--- src/rtl/core/trc_pkg.sv ---
package trc_pkg;

  // Widths of the query datapath
  localparam int unsigned SIZE_W     = 10;  // table entry, CTUs minus one
  localparam int unsigned PIC_W      = 15;  // picture dimension in samples
  localparam int unsigned CTB_W      = 15;  // picture dimension in CTUs
  localparam int unsigned POS_W      = 14;  // tile top / left
  localparam int unsigned LEN_W      = 15;  // tile width / height
  localparam int unsigned SLOT_W     = 5;   // column or row number
  localparam int unsigned NUM_W      = 6;   // number of columns or rows, 1 to 32
  localparam int unsigned IDX_W      = 10;  // raster tile number
  localparam int unsigned SUM_W      = 23;  // running sum of explicit sizes
  localparam int unsigned DIV_W      = 21;  // dividend and quotient of the divider
  localparam int unsigned DVS_W      = NUM_W;
  localparam int unsigned DCNT_W     = 5;   // divider step counter
  localparam int unsigned CFG_IDX_W  = 3;
  localparam int unsigned CFG_DATA_W = 15;

  localparam logic [POS_W-1:0] POS_MAX = '1;
  localparam logic [LEN_W-1:0] LEN_MAX = '1;

  typedef enum logic [1:0] {
    KIND_COL   = 2'd0,
    KIND_ROW   = 2'd1,
    KIND_QUERY = 2'd2
  } kind_e;

  typedef enum logic [1:0] {
    STATUS_OK    = 2'd0,
    STATUS_RANGE = 2'd1,
    STATUS_OVER  = 2'd2
  } status_e;

  typedef enum logic [CFG_IDX_W-1:0] {
    REG_PIC_W    = 3'd0,
    REG_PIC_H    = 3'd1,
    REG_CTU_LOG2 = 3'd2,
    REG_UNIFORM  = 3'd3,
    REG_COLS_M1  = 3'd4,
    REG_ROWS_M1  = 3'd5
  } cfg_reg_e;

  // Request to and response from the shared divider
  typedef struct packed {
    logic             start;
    logic [DIV_W-1:0] dividend;
    logic [DVS_W-1:0] divisor;
  } div_req_t;

  typedef struct packed {
    logic             done;
    logic [DIV_W-1:0] quotient;
    logic [DVS_W-1:0] remainder;
  } div_rsp_t;

  // Clamp a position to the top / left range
  function automatic logic [POS_W-1:0] sat_pos(input logic [SUM_W-1:0] v);
    logic [POS_W-1:0] r;
    r = (v > SUM_W'(POS_MAX)) ? POS_MAX : v[POS_W-1:0];
    return r;
  endfunction

  // Clamp a length to the width / height range
  function automatic logic [LEN_W-1:0] sat_len(input logic [SUM_W-1:0] v);
    logic [LEN_W-1:0] r;
    r = (v > SUM_W'(LEN_MAX)) ? LEN_MAX : v[LEN_W-1:0];
    return r;
  endfunction

endpackage

--- src/rtl/core/trc_div.sv ---
module trc_div (
  input  logic              clk_i,
  input  logic              rst_ni,
  input  trc_pkg::div_req_t req_i,
  output trc_pkg::div_rsp_t rsp_o
);
  import trc_pkg::*;

  logic              run_q, run_d;
  logic              done_q, done_d;
  logic [DCNT_W-1:0] cnt_q, cnt_d;
  logic [DIV_W-1:0]  quo_q, quo_d;
  logic [DVS_W-1:0]  rem_q, rem_d;
  logic [DVS_W-1:0]  dvs_q, dvs_d;
  logic [DVS_W:0]    trial;
  logic              ge;

  // One restoring step: shift in the next dividend bit and try the subtract
  assign trial = {rem_q, quo_q[DIV_W-1]};
  assign ge    = (trial >= {1'b0, dvs_q});

  always_comb begin
    run_d  = run_q;
    done_d = 1'b0;
    cnt_d  = cnt_q;
    quo_d  = quo_q;
    rem_d  = rem_q;
    dvs_d  = dvs_q;
    if (req_i.start) begin
      run_d = 1'b1;
      cnt_d = '0;
      quo_d = req_i.dividend;
      rem_d = '0;
      dvs_d = req_i.divisor;
    end else if (run_q) begin
      quo_d = {quo_q[DIV_W-2:0], ge};
      rem_d = DVS_W'(ge ? (trial - {1'b0, dvs_q}) : trial);
      cnt_d = cnt_q + DCNT_W'(1);
      if (cnt_q == DCNT_W'(DIV_W - 1)) begin
        run_d  = 1'b0;
        done_d = 1'b1;
      end
    end
  end

  // Hold control state
  always_ff @(posedge clk_i or negedge rst_ni) begin
    if (!rst_ni) begin
      run_q  <= 1'b0;
      done_q <= 1'b0;
      cnt_q  <= '0;
    end else begin
      run_q  <= run_d;
      done_q <= done_d;
      cnt_q  <= cnt_d;
    end
  end

  // Hold operands and partial results
  always_ff @(posedge clk_i) begin
    quo_q <= quo_d;
    rem_q <= rem_d;
    dvs_q <= dvs_d;
  end

  assign rsp_o.done      = done_q;
  assign rsp_o.quotient  = quo_q;
  assign rsp_o.remainder = rem_q;

  a_start_when_free : assert property (@(posedge clk_i) disable iff (!rst_ni)
    req_i.start |-> !run_q)
    else $error("divider started while running");

  a_done_single : assert property (@(posedge clk_i) disable iff (!rst_ni)
    rsp_o.done |=> !rsp_o.done)
    else $error("divider done longer than one cycle");

  a_done_not_running : assert property (@(posedge clk_i) disable iff (!rst_ni)
    rsp_o.done |-> !run_q)
    else $error("divider done while still running");

endmodule

--- src/rtl/core/trc_table.sv ---
module trc_table #(
  parameter  int unsigned Depth = 32,
  localparam int unsigned AddrW = (Depth > 1) ? $clog2(Depth) : 1
) (
  input  logic                      clk_i,
  input  logic                      wr_en_i,
  input  logic [AddrW-1:0]          wr_addr_i,
  input  logic [trc_pkg::SIZE_W-1:0] wr_data_i,
  input  logic [AddrW-1:0]          rd_addr_i,
  output logic [trc_pkg::SIZE_W-1:0] rd_data_o
);
  import trc_pkg::*;

  logic [SIZE_W-1:0] mem_q [Depth];
  logic [SIZE_W-1:0] rd_data_q;

  // Write one entry
  always_ff @(posedge clk_i) begin
    if (wr_en_i) begin
      mem_q[wr_addr_i] <= wr_data_i;
    end
  end

  // Registered read
  always_ff @(posedge clk_i) begin
    rd_data_q <= mem_q[rd_addr_i];
  end

  assign rd_data_o = rd_data_q;

endmodule

--- src/rtl/core/hevc_tile_region_calc_core.sv ---
// Table write requests (kinds 0 and 1) and unknown kinds give no result and leave the core idle.
// A query outside the grid gives its result in the cycle after it is taken.
// Other queries: the index split on the divider, then per axis two passes of the bit-serial
// divider in uniform mode or one table read per column or row in table mode; columns first,
// then rows, and the strobe after the row axis closes.
// busy_o drops in the strobe cycle; reset restores the default picture and grid.
module hevc_tile_region_calc_core #(
  parameter int unsigned MAX_TILE_COLUMNS = 32,
  parameter int unsigned MAX_TILE_ROWS    = 32
) (
  input  logic                          clk_i,
  input  logic                          rst_ni,
  input  logic                          start_i,
  output logic                          busy_o,
  input  logic [1:0]                    kind_i,
  input  logic [trc_pkg::SLOT_W-1:0]     table_slot_i,
  input  logic [trc_pkg::SIZE_W-1:0]     size_in_ctus_minus1_i,
  input  logic [trc_pkg::IDX_W-1:0]      tile_index_i,
  output logic                          done_o,
  output logic [trc_pkg::POS_W-1:0]      tile_top_o,
  output logic [trc_pkg::POS_W-1:0]      tile_left_o,
  output logic [trc_pkg::LEN_W-1:0]      tile_width_o,
  output logic [trc_pkg::LEN_W-1:0]      tile_height_o,
  output logic [1:0]                    status_o,
  input  logic                          cfg_valid_i,
  output logic                          cfg_ready_o,
  input  logic [trc_pkg::CFG_IDX_W-1:0]  cfg_index_i,
  input  logic [trc_pkg::CFG_DATA_W-1:0] cfg_data_i
);
  import trc_pkg::*;

  localparam int unsigned COL_AW = (MAX_TILE_COLUMNS > 1) ? $clog2(MAX_TILE_COLUMNS) : 1;
  localparam int unsigned ROW_AW = (MAX_TILE_ROWS > 1) ? $clog2(MAX_TILE_ROWS) : 1;

  localparam logic [2:0] S_IDLE   = 3'd0;
  localparam logic [2:0] S_GRID   = 3'd1;
  localparam logic [2:0] S_AXIS   = 3'd2;
  localparam logic [2:0] S_U_ST0  = 3'd3;
  localparam logic [2:0] S_U_DIV0 = 3'd4;
  localparam logic [2:0] S_U_DIV1 = 3'd5;
  localparam logic [2:0] S_E_RUN  = 3'd6;
  localparam logic [2:0] S_E_LAST = 3'd7;

  // Configuration registers
  logic [PIC_W-1:0]  pic_w_q, pic_h_q;
  logic [2:0]        ctu_log2_q;
  logic              uniform_q;
  logic [SLOT_W-1:0] cols_m1_q, rows_m1_q;

  // Sequencer and datapath registers
  logic [2:0]        state_q, state_d;
  logic              done_q, done_d;
  logic              axis_q, axis_d;
  logic [SLOT_W-1:0] cnt_q, cnt_d;
  logic              rdv_q, rdv_d;
  logic [SLOT_W-1:0] rd_i_q, rd_i_d;
  logic [SUM_W-1:0]  sum_q, sum_d;
  logic [SUM_W-1:0]  before_q, before_d;
  logic [CTB_W-1:0]  ctbs_q, ctbs_d;
  logic [CTB_W-1:0]  s0_q, s0_d;
  logic [NUM_W-1:0]  cols_q, cols_d, rows_q, rows_d;
  logic [SLOT_W-1:0] col_q, col_d, row_q, row_d;
  logic              over_x_q, over_x_d;
  logic [POS_W-1:0]  top_q, top_d, left_q, left_d;
  logic [LEN_W-1:0]  width_q, width_d, height_q, height_d;
  logic [1:0]        status_q, status_d;

  // Combinational helpers
  logic [NUM_W-1:0]  cols_cfg, rows_cfg, cols_full, rows_full;
  logic [IDX_W:0]    grid_size;
  logic              out_of_grid;
  logic [2:0]        sh;
  logic [PIC_W-1:0]  full;
  logic [NUM_W-1:0]  n, n_m1;
  logic [SLOT_W-1:0] pos;
  logic              is_last;
  logic [SIZE_W-1:0] rd_data, col_rd_data, row_rd_data;
  logic [SUM_W-1:0]  w_rd;
  logic [CTB_W:0]    ctbs_sum;
  logic [CTB_W-1:0]  s1;
  logic [SUM_W-1:0]  start_u;
  logic              over_e;
  logic              ax_end;
  logic [POS_W-1:0]  ax_start;
  logic [LEN_W-1:0]  ax_len;
  logic              ax_over;
  logic [SLOT_W-1:0] rd_idx;
  logic              accept, col_wr, row_wr;
  div_req_t          div_req;
  div_rsp_t          div_rsp;

  assign accept = start_i && !busy_o;

  // Grid size, limited to the table depth
  assign cols_full = {1'b0, cols_m1_q} + NUM_W'(1);
  assign rows_full = {1'b0, rows_m1_q} + NUM_W'(1);
  assign cols_cfg  = ((NUM_W + 1)'(cols_full) > (NUM_W + 1)'(MAX_TILE_COLUMNS)) ?
                     NUM_W'(MAX_TILE_COLUMNS) : cols_full;
  assign rows_cfg  = ((NUM_W + 1)'(rows_full) > (NUM_W + 1)'(MAX_TILE_ROWS)) ?
                     NUM_W'(MAX_TILE_ROWS) : rows_full;
  assign grid_size   = (IDX_W + 1)'(cols_cfg) * (IDX_W + 1)'(rows_cfg);
  assign out_of_grid = ((IDX_W + 1)'(tile_index_i) >= grid_size);

  // Per-axis selection
  assign sh      = ctu_log2_q;
  assign full    = axis_q ? pic_h_q : pic_w_q;
  assign n       = axis_q ? rows_q : cols_q;
  assign pos     = axis_q ? row_q : col_q;
  assign n_m1    = n - NUM_W'(1);
  assign is_last = ({1'b0, pos} == n_m1);
  assign rd_data = axis_q ? row_rd_data : col_rd_data;
  assign w_rd    = (SUM_W'(rd_data) + SUM_W'(1)) << sh;

  // Picture size in CTUs, rounded up
  assign ctbs_sum = (CTB_W + 1)'(full) + (CTB_W + 1)'((8'd1 << sh) - 8'd1);

  // Uniform split results
  assign s1      = div_rsp.quotient[CTB_W-1:0];
  assign start_u = SUM_W'(s0_q) << sh;

  // Table read address: the running entry while summing, else the tile's own
  assign rd_idx = (state_q == S_E_RUN && {1'b0, cnt_q} < n_m1) ? cnt_q : pos;

  // Table writes, taken in the accepting cycle
  assign col_wr = accept && (kind_i == KIND_COL) &&
                  ((NUM_W + 1)'(table_slot_i) < (NUM_W + 1)'(MAX_TILE_COLUMNS));
  assign row_wr = accept && (kind_i == KIND_ROW) &&
                  ((NUM_W + 1)'(table_slot_i) < (NUM_W + 1)'(MAX_TILE_ROWS));

  trc_table #(
    .Depth (MAX_TILE_COLUMNS)
  ) u_col_table (
    .clk_i     (clk_i),
    .wr_en_i   (col_wr),
    .wr_addr_i (COL_AW'(table_slot_i)),
    .wr_data_i (size_in_ctus_minus1_i),
    .rd_addr_i (COL_AW'(rd_idx)),
    .rd_data_o (col_rd_data)
  );

  trc_table #(
    .Depth (MAX_TILE_ROWS)
  ) u_row_table (
    .clk_i     (clk_i),
    .wr_en_i   (row_wr),
    .wr_addr_i (ROW_AW'(table_slot_i)),
    .wr_data_i (size_in_ctus_minus1_i),
    .rd_addr_i (ROW_AW'(rd_idx)),
    .rd_data_o (row_rd_data)
  );

  trc_div u_div (
    .clk_i  (clk_i),
    .rst_ni (rst_ni),
    .req_i  (div_req),
    .rsp_o  (div_rsp)
  );

  // Axis result at the end of either split
  assign over_e = (sum_q > SUM_W'(full));

  always_comb begin
    ax_end   = 1'b0;
    ax_start = '0;
    ax_len   = '0;
    ax_over  = 1'b0;
    if (state_q == S_U_DIV1) begin
      ax_end   = div_rsp.done;
      ax_start = sat_pos(start_u);
      ax_len   = is_last ? LEN_W'(SUM_W'(full) - start_u) :
                           sat_len(SUM_W'(s1 - s0_q) << sh);
    end else if (state_q == S_E_LAST) begin
      ax_end   = 1'b1;
      ax_start = sat_pos(before_q);
      ax_over  = over_e;
      if (is_last) begin
        ax_len = over_e ? '0 : LEN_W'(SUM_W'(full) - sum_q);
      end else begin
        ax_len = sat_len(w_rd);
      end
    end
  end

  // Sequencer
  always_comb begin
    state_d  = state_q;
    done_d   = 1'b0;
    axis_d   = axis_q;
    cnt_d    = cnt_q;
    rdv_d    = 1'b0;
    rd_i_d   = rd_i_q;
    sum_d    = sum_q;
    before_d = before_q;
    ctbs_d   = ctbs_q;
    s0_d     = s0_q;
    cols_d   = cols_q;
    rows_d   = rows_q;
    col_d    = col_q;
    row_d    = row_q;
    over_x_d = over_x_q;
    top_d    = top_q;
    left_d   = left_q;
    width_d  = width_q;
    height_d = height_q;
    status_d = status_q;
    div_req  = '0;

    unique case (state_q)
      S_IDLE: begin
        if (start_i && kind_i == KIND_QUERY) begin
          cols_d = cols_cfg;
          rows_d = rows_cfg;
          if (out_of_grid) begin
            top_d    = '0;
            left_d   = '0;
            width_d  = '0;
            height_d = '0;
            status_d = STATUS_RANGE;
            done_d   = 1'b1;
          end else begin
            div_req.start    = 1'b1;
            div_req.dividend = DIV_W'(tile_index_i);
            div_req.divisor  = cols_cfg;
            state_d          = S_GRID;
          end
        end
      end
      S_GRID: begin
        if (div_rsp.done) begin
          row_d   = div_rsp.quotient[SLOT_W-1:0];
          col_d   = div_rsp.remainder[SLOT_W-1:0];
          axis_d  = 1'b0;
          state_d = S_AXIS;
        end
      end
      S_AXIS: begin
        ctbs_d   = CTB_W'(ctbs_sum >> sh);
        cnt_d    = '0;
        sum_d    = '0;
        before_d = '0;
        state_d  = uniform_q ? S_U_ST0 : S_E_RUN;
      end
      S_U_ST0: begin
        div_req.start    = 1'b1;
        div_req.dividend = DIV_W'(pos) * DIV_W'(ctbs_q);
        div_req.divisor  = n;
        state_d          = S_U_DIV0;
      end
      S_U_DIV0: begin
        if (div_rsp.done) begin
          s0_d             = div_rsp.quotient[CTB_W-1:0];
          div_req.start    = 1'b1;
          div_req.dividend = DIV_W'({1'b0, pos} + NUM_W'(1)) * DIV_W'(ctbs_q);
          div_req.divisor  = n;
          state_d          = S_U_DIV1;
        end
      end
      S_U_DIV1: begin
        // axis end handled below
      end
      S_E_RUN: begin
        // add the entry that arrived from the previous read
        if (rdv_q) begin
          sum_d = sum_q + w_rd;
          if (rd_i_q < pos) begin
            before_d = before_q + w_rd;
          end
        end
        if ({1'b0, cnt_q} < n_m1) begin
          rdv_d  = 1'b1;
          rd_i_d = cnt_q;
          cnt_d  = cnt_q + SLOT_W'(1);
        end else begin
          state_d = S_E_LAST;
        end
      end
      S_E_LAST: begin
        // axis end handled below
      end
      default: state_d = S_IDLE;
    endcase

    // Close an axis: columns first, then rows and deliver
    if (ax_end) begin
      if (!axis_q) begin
        left_d   = ax_start;
        width_d  = ax_len;
        over_x_d = ax_over;
        axis_d   = 1'b1;
        state_d  = S_AXIS;
      end else begin
        top_d    = ax_start;
        height_d = ax_len;
        status_d = (over_x_q || ax_over) ? STATUS_OVER : STATUS_OK;
        done_d   = 1'b1;
        state_d  = S_IDLE;
      end
    end
  end

  // Configuration writes
  assign cfg_ready_o = 1'b1;

  always_ff @(posedge clk_i or negedge rst_ni) begin
    if (!rst_ni) begin
      pic_w_q    <= PIC_W'(3840);
      pic_h_q    <= PIC_W'(1920);
      ctu_log2_q <= 3'd6;
      uniform_q  <= 1'b1;
      cols_m1_q  <= '0;
      rows_m1_q  <= '0;
    end else if (cfg_valid_i && cfg_ready_o) begin
      unique case (cfg_index_i)
        REG_PIC_W:    pic_w_q    <= cfg_data_i;
        REG_PIC_H:    pic_h_q    <= cfg_data_i;
        REG_CTU_LOG2: ctu_log2_q <= cfg_data_i[2:0];
        REG_UNIFORM:  uniform_q  <= cfg_data_i[0];
        REG_COLS_M1:  cols_m1_q  <= cfg_data_i[SLOT_W-1:0];
        REG_ROWS_M1:  rows_m1_q  <= cfg_data_i[SLOT_W-1:0];
        default: ;
      endcase
    end
  end

  // Hold control state
  always_ff @(posedge clk_i or negedge rst_ni) begin
    if (!rst_ni) begin
      state_q <= S_IDLE;
      done_q  <= 1'b0;
      axis_q  <= 1'b0;
      rdv_q   <= 1'b0;
      cnt_q   <= '0;
    end else begin
      state_q <= state_d;
      done_q  <= done_d;
      axis_q  <= axis_d;
      rdv_q   <= rdv_d;
      cnt_q   <= cnt_d;
    end
  end

  // Hold datapath and result registers
  always_ff @(posedge clk_i) begin
    rd_i_q   <= rd_i_d;
    sum_q    <= sum_d;
    before_q <= before_d;
    ctbs_q   <= ctbs_d;
    s0_q     <= s0_d;
    cols_q   <= cols_d;
    rows_q   <= rows_d;
    col_q    <= col_d;
    row_q    <= row_d;
    over_x_q <= over_x_d;
    top_q    <= top_d;
    left_q   <= left_d;
    width_q  <= width_d;
    height_q <= height_d;
    status_q <= status_d;
  end

  assign busy_o        = (state_q != S_IDLE);
  assign done_o        = done_q;
  assign tile_top_o    = top_q;
  assign tile_left_o   = left_q;
  assign tile_width_o  = width_q;
  assign tile_height_o = height_q;
  assign status_o      = status_q;

  a_done_idle : assert property (@(posedge clk_i) disable iff (!rst_ni)
    done_o |-> !busy_o)
    else $error("result shown while a request is still in work");

  a_range_zero : assert property (@(posedge clk_i) disable iff (!rst_ni)
    (done_o && status_o == STATUS_RANGE) |->
      (tile_width_o == '0 && tile_height_o == '0 && tile_top_o == '0))
    else $error("out-of-grid result carries a non-zero region");

  a_axis_entry : assert property (@(posedge clk_i) disable iff (!rst_ni)
    (state_q == S_AXIS) |->
      ($past(state_q) == S_GRID || $past(state_q) == S_U_DIV1 ||
       $past(state_q) == S_E_LAST))
    else $error("axis set-up entered from an unexpected step");

endmodule

--- config.mk ---
export PLATFORM = sky130hd
export DESIGN_NAME = hevc_tile_region_calc_core
export DESIGN_NICKNAME = d
export VERILOG_FILES = /design/src/rtl/core/trc_pkg.sv /design/src/rtl/core/trc_div.sv /design/src/rtl/core/trc_table.sv /design/src/rtl/core/hevc_tile_region_calc_core.sv
export SDC_FILE = /design/constraint.sdc
export NUM_CORES = 2
export LEC_CHECK = 0
export ABC_AREA = 1
export ABC_CLOCK_PERIOD_IN_PS = 9600
export BUFFER_PORTS_ARGS = -buffer_cell sky130_fd_sc_hd__buf_2
export CAP_MARGIN = 30
export CELL_PAD_IN_SITES_DETAIL_PLACEMENT = 0
export CELL_PAD_IN_SITES_GLOBAL_PLACEMENT = 1
export CORE_ASPECT_RATIO = 0.75
export CORE_MARGIN = 1
export CORE_UTILIZATION = 52
export CTS_CLUSTER_DIAMETER = 100
export DETAILED_ROUTE_END_ITERATION = 8
export PLACE_DENSITY = 0.89
export SETUP_SLACK_MARGIN = 0.4
export SLEW_MARGIN = 20
export SYNTH_ARGS = -nofsm -noshare
export SYNTH_HDL_FRONTEND = slang
export SYNTH_HIERARCHICAL = 1
export SYNTH_SLANG_ARGS = --single-unit
--- constraint.sdc ---
create_clock -name clk_i -period 9.6 [get_ports clk_i]
set_clock_uncertainty 0.15 [all_clocks]
set_input_delay 0 -clock clk_i [delete_from_list [all_inputs] [get_ports clk_i]]
set_output_delay 0 -clock clk_i [all_outputs]
set_load 0.005 [all_outputs]
Yosys cells after proc, flatten, opt, wreduce, memory -nomap -nowiden
Memory sizes are Yosys's and may differ from the RTL's. A register that Yosys moved wholly into a read port is not among the register bits.
Index checks and enable logic that the tools add are counted.
- $add $sub $neg: 15
- $mul: 3
- $lt $le $gt $ge: 11
- equality and inequality tests: 24
- shifts and indexed selects: 5
- mux-type cells: 94
- bitwise operators: 1
- reduce and logical (&&, ||, !) cells: 29
- operator list (kind ; count):
    15-bit 2-to-1 mux ; 18
    14-bit 2-to-1 mux ; 14
    23-bit one-hot mux with 2 select lines ; 2
    28-bit 2-to-1 mux ; 3
    28-bit one-hot mux with 3 select lines ; 1
    23-bit 2-to-1 mux ; 3
    23-bit adder ; 2
    23-bit by 14-bit > comparator with 1-bit output (second input constant) ; 2
    23-bit by 15-bit > comparator with 1-bit output (second input constant) ; 2
    21-bit 2-to-1 mux ; 2
    15-bit subtractor ; 2
    2-bit AND reduction ; 13
    1-bit 2-to-1 mux ; 25
    5-bit 2-to-1 mux ; 5
    6-bit 2-to-1 mux ; 4
    23-bit by 15-bit > comparator with 1-bit output ; 1
    11-bit by 3-bit << shifter with 23-bit output ; 1
    15-bit by 3-bit << shifter with 23-bit output ; 1
    23-bit by 3-bit << shifter with 23-bit output ; 1
    6-bit by 15-bit multiplier with 21-bit output ; 1
    3-bit 2-to-1 mux ; 7
    5-bit by 15-bit multiplier with 20-bit output ; 1
    5-bit by 1-bit adder with 6-bit output (second input constant) ; 3
    3-bit == test (second input constant) ; 6
    other kinds (40) ; 62
- register bits after elaboration: 259
- RAM bits: 640
- input bits: 49
- output and inout port bits: 63
- logic and storage cells: 216
- memories: 2
- memory list (name ; words ; width ; read ports ; clocked after memory_dff ; write ports ; line ; source):
    u_col_table.mem_q ; 32 ; 10 ; 1 ; 1 ; 1 ; trc_table.sv:14 ; logic [SIZE_W-1:0] mem_q [Depth];
    u_row_table.mem_q ; 32 ; 10 ; 1 ; 1 ; 1 ; trc_table.sv:14 ;

Depth between registers and ports, before layout
- word-level depth: 10
- gate-level depth with buffers: 33
- gate-level depth less buffers: 31

By module
The synthesis kept the hierarchy.
- by module, submodules not included (module ; times used ; cells an instance ; area each (um2) ; sequential area each (um2)):
    trc_table ; 2 ; 1140 ; 13330.3 ; 9809.4
    hevc_tile_region_calc_core ; 1 ; 3232 ; 22836.9 ; 5714.2
    trc_div ; 1 ; 230 ; 2042.0 ; 1106.1

Worst setup path after synthesis
No wires, ideal clock.
- path type: register to register
- from: reg cols_m1_q[0]
- to: reg u_div.quo_q[0] (enable)
- library setup time: 0.377 ns
- arrival time: 5.566 ns
- required time: 9.073 ns
- path slack: 3.508 ns
- stages on the path, launching flop included: 29
- path buffers: 2
- period minus slack after synthesis: 6.092 ns
- cells stage by stage: dfrtp_1 buf_2 nand3_1 nor2_1 inv_1 nor2_1 inv_1 nand2_1 nor2_1 fa_1 fa_1 inv_1 fa_1 inv_1 ha_1 nand2_1 o21ai_0 a21oi_1 o21ai_0 xnor2_1 ha_1 a21oi_1 nand2_1 nand3_1 nand2_1 nand2_1 buf_2 nor2_2 inv_1
- RTL lines (item ; line ; source):
    from (decl) ; hevc_tile_region_calc_core.sv:48 ; logic [SLOT_W-1:0] cols_m1_q, rows_m1_q;
    from (signal assigned) ; hevc_tile_region_calc_core.sv:318 ; REG_COLS_M1: cols_m1_q <= cfg_data_i[SLOT_W-1:0];
    to (signal assigned) ; trc_div.sv:61 ; quo_q <= quo_d;
    to (decl) ; trc_div.sv:12 ; logic [DIV_W-1:0] quo_q, quo_d;

==> impl_metrics.env <==
export IMPL_slowest_delay_ns=0.54
export IMPL_worst_path_max_fanout=22
export IMPL_p_leak_nw=24.6
export IMPL_cts_setup_buffers=0
export IMPL_cts_root_buf="clkbuf_16"
export IMPL_cp_end_kind="flip-flop"
export IMPL_core_sq_mm=0.0977
export IMPL_drt_total_wl_mm=148
export IMPL_netlist_area_sq_mm=0.0515
export IMPL_grt_pass1_vias=37800
export IMPL_tightest_slew_ns=1.04
export IMPL_fin_cells=7246
export IMPL_clockBufferDepth=3
export IMPL_synth_edff_count=771
export IMPL_ys_types=61
export IMPL_antenna_found_initial=5
export IMPL_finalSetupViolations=0
export IMPL_cap_violations=0
export IMPL_cts_clk_slew_worst_paths_ns=0.06
export IMPL_grt_pass1_wl_mm=223
export IMPL_drt_vias_per_instance=5.66
export IMPL_io_buffers=110
export IMPL_cts_max_level=3
export IMPL_timing_final_crit_share_pct=77.2
export IMPL_busiest_layer="met1"
export IMPL_die_area_sq_mm=0.100
export IMPL_multiInputGateArea_sq_mm=0.0219
export IMPL_row_count=99
export IMPL_post_route_util_pct=58.3
export IMPL_drtPass1Iterations=6
export IMPL_placement_cell_area_sq_mm=0.0530
export IMPL_stdcell_area_sq_mm=0.0569
export IMPL_r2r_slack_ns=2.19
export IMPL_syn_area_per_cell_sq_um=8.98
export IMPL_grtUsageMet1_pct=45.6
export IMPL_crit_path_start_kind="flip-flop"
export IMPL_syn_nets=6131
export IMPL_synth_top_area_share_pct=44.9
export IMPL_cts_sinks=919
export IMPL_die_w_microns=366
export IMPL_grtUsageTotal_pct=29.2
export IMPL_critPathCapture="u_div/quo_q[13]$_DFFE_PP_"
export IMPL_nFillCells=8517
export IMPL_routabilityCongestion=0.977
export IMPL_status="completed"
export IMPL_clk_latency_ns=0.67
export IMPL_drv_slew=0
export IMPL_grt_met2_usage_pct=39.1
export IMPL_synth_flop_cell="edfxtp_1"
export IMPL_cp_arrival_ns=7.53
export IMPL_dp_cells=6983
export IMPL_drc_errors=0
export IMPL_gr_usage_met3_pct=9.07
export IMPL_cts_buffers_inserted=91
export IMPL_clock_fmax_mhz=135
export IMPL_synth_seq_cells=919
export IMPL_drt_initial_drc_count=4938
export IMPL_initial_core_util_pct=52.7
export IMPL_async_flop_share_pct=6.75
export IMPL_synth_cells=5742
export IMPL_reg2regPathDepth=26
export IMPL_final_seq_area_sq_mm=0.0264
export IMPL_syn2layout_area_growth_pct=10.5
export IMPL_rsz0062_at_grt="false"
export IMPL_io_pins=112
export IMPL_powerDensity_mw_per_mm2=346
export IMPL_finalSetupTns_ns=0
export IMPL_ys_seq_area_share_pct=51.3
export IMPL_dieHeight_microns=275
export IMPL_hold_viol_final=0
export IMPL_grt_max_degree=185
export IMPL_required_ns=9.72
export IMPL_hold_class="in -> reg"
export IMPL_min_period_ns=7.41
export IMPL_dpl_hpwl_mm=100
export IMPL_peakVddDrop_v=0.000289
export IMPL_yosysWarningCount=6
export IMPL_crit_start="cols_m1_q[0]$_DFFE_PN0P_"
export IMPL_ys_top_cells_by_area="edfxtp_1 45%, nand2_1 13%, nand3_1 7.4%, ha_1 5.5%, fa_1 4.5%"
export IMPL_timing_rr_start="cols_m1_q[0]$_DFFE_PN0P_"
export IMPL_synth_top_area_cell="edfxtp_1"
export IMPL_cts_tree="done"
export IMPL_post_drt_wl_per_cell_microns=20.4
export IMPL_path_common_cell="nand2_1"
export IMPL_worst_hold_slack_ns=0.0401
export IMPL_grt_overflow=0
export IMPL_drive_above_1_share_pct=7.77
export IMPL_reg2reg_to="u_div/quo_q[13]$_DFFE_PP_"
export IMPL_slew_headroom_pct=29.9
export IMPL_vias=41000
export IMPL_crit_type="reg -> reg"
export IMPL_cp_slowest_cell="fa_1"
export IMPL_ant_nets=0
export IMPL_nNetsFinal=6247
## cell type report
cell class                 instances  area share [%]
antenna                            2         0.00879
tap                             1313            2.88
inverter                         508            3.36
sequential                       919            46.4
multi-input combinational       4070            38.5
timing repair buffer             268            3.48
clock buffer                     122            4.50
clock inverter                    44           0.778
## stage by stage
step	total power [mW]	worst slack, ns
after floorplan	12.7	3.51
after global placement	15.7	2.39
after detailed placement	15.8	2.27
after CTS	19.5	2.25
after global routing	21.3	1.64
final	19.7	2.19
## how the worst min path moves through the flow
| stage | startpoint | to | slack [ns] | cells after the start |
|---|---|---|---|---|
| 2_1_floorplan | rst_ni | axis_q$_DFF_PN0_ | -0.45 | 0 |
| 3_3_place_gp | cfg_data_i[7] | pic_h_q[7]$_DFFE_PN1P_ | 0.09 | 3 |
| 3_5_place_dp | cfg_data_i[7] | pic_h_q[7]$_DFFE_PN1P_ | 0.1 | 3 |
| 4_1_cts | cfg_data_i[14] | pic_h_q[14]$_DFFE_PN0P_ | 0.001 | 4 |
| 5_1_grt | cfg_data_i[14] | pic_w_q[14]$_DFFE_PN0P_ | 0.05 | 4 |
| 6_report | cfg_data_i[6] | pic_w_q[6]$_DFFE_PN0P_ | 0.04 | 4 |
## cells in the mapped netlist, types with 4 or more instances
cell	n
nand2_1	1827
edfxtp_1	771
nand3_1	762
inv_1	485
o21ai_0	303
nor2_1	287
ha_1	225
a21oi_1	212
fa_1	115
clkbuf_1	105
dfxtp_1	86
buf_2	58
dfrtp_1	51
xor2_1	41
or2_2	38
o21ai_1	33
buf_4	29
buf_1	27
buf_6	24
nand4_1	24
nor3_1	23
o211ai_1	20
xnor2_1	19
o21a_1	18
mux2i_1	13
inv_2	12
nor2_2	12
dfstp_2	11
a31oi_1	10
o22ai_1	10
clkinv_1	8
nand3b_1	8
nand2_2	7
nor4_1	7
o21bai_1	7
o31ai_1	5
o221ai_1	4
## where the power goes
group          total (mW)  leakage [nW]  switching [mW]  internal, mW
Combinational        11.1          14.6            7.46          3.60
Clock                3.60          1.48            1.55          2.05
Sequential           5.05          8.46           0.289          4.77
Total                19.7          24.6            9.30          10.4
## what timing repair did
item	CTS	global route
resized for setup	0	0
hold buffers	52	0
endpoints found under the hold margin	831	0
## worst max-delay path: cells and delay by family (launching register included)
family | cells | cell delay, ns
buffers and inverters | 5 | 0.92
xor gates and xnor gates | 1 | 0.12
and+or+nand+nor | 13 | 2.52
AOI/OAI and AO/OA | 2 | 0.60
adders and majority gates | 5 | 2.18
DFF | 1 | 0.52
## layer usage
| layer | up-vias | wire [microns] | share of wire [%] |
|---|---|---|---|
| li1 | 19500 | - | - |
| met5 | - | 118 | 0.080 |
| met3 | 195 | 18600 | 13 |
| met1 | 19400 | 67600 | 46 |
| met2 | 1859 | 58400 | 40 |
| met4 | 6 | 2980 | 2.0 |
## placed cells by master, fill, tap and decap left out, drive strengths merged, types with 18 or more instances in the layout
cell / netlist / layout
fa: 115 / 115
clkbuf: 105 / 122
a21oi: 214 / 214
nand2: 1837 / 1837
nand4: 24 / 24
nor2: 300 / 300
clkinv: 8 / 40
xor2: 42 / 42
edfxtp: 771 / 771
or2: 42 / 42
o21a: 18 / 18
inv: 500 / 505
buf: 140 / 216
dfrtp: 51 / 51
xnor2: 19 / 19
o211ai: 20 / 20
nor3: 23 / 23
dlygate4sd3: 0 / 52
o21ai: 339 / 339
ha: 225 / 225
nand3: 765 / 765
dfxtp: 86 / 86
## logic make-up (layout without fill, tap and decap cells)
group                      after synthesis  in the layout  synth area share [%]
muxes                                   13             13                 0.252
AOI/OAI and AO/OA                      644            644                  6.72
adders and majority gates              340            340                  9.93
buffers and inverters                  753            942                  6.26
DFF                                    919            919                  51.3
other                                    1              3               0.00728
and+or+nand+nor                       3011           3011                  24.5
xor gates and xnor gates                61             61                  1.05
## registers in the layout, indices dropped and copies added (netlist names), 10 cells and up
| signal | count |
|---|---|
| tile_top_o | 14 |
| u_row_table/rd_data_o | 10 |
| u_col_table/rd_data_o | 10 |
| ctbs_q | 15 |
| s0_q | 15 |
| before_q | 23 |
| sum_q | 23 |
| pic_w_q | 15 |
| pic_h_q | 15 |
| u_col_table/mem_q | 320 |
| tile_left_o | 14 |
| u_div/quo_q | 21 |
| u_row_table/mem_q | 320 |
| tile_height_o | 15 |
| tile_width_o | 15 |
Note: power is estimated with default switching activity, not from simulation.
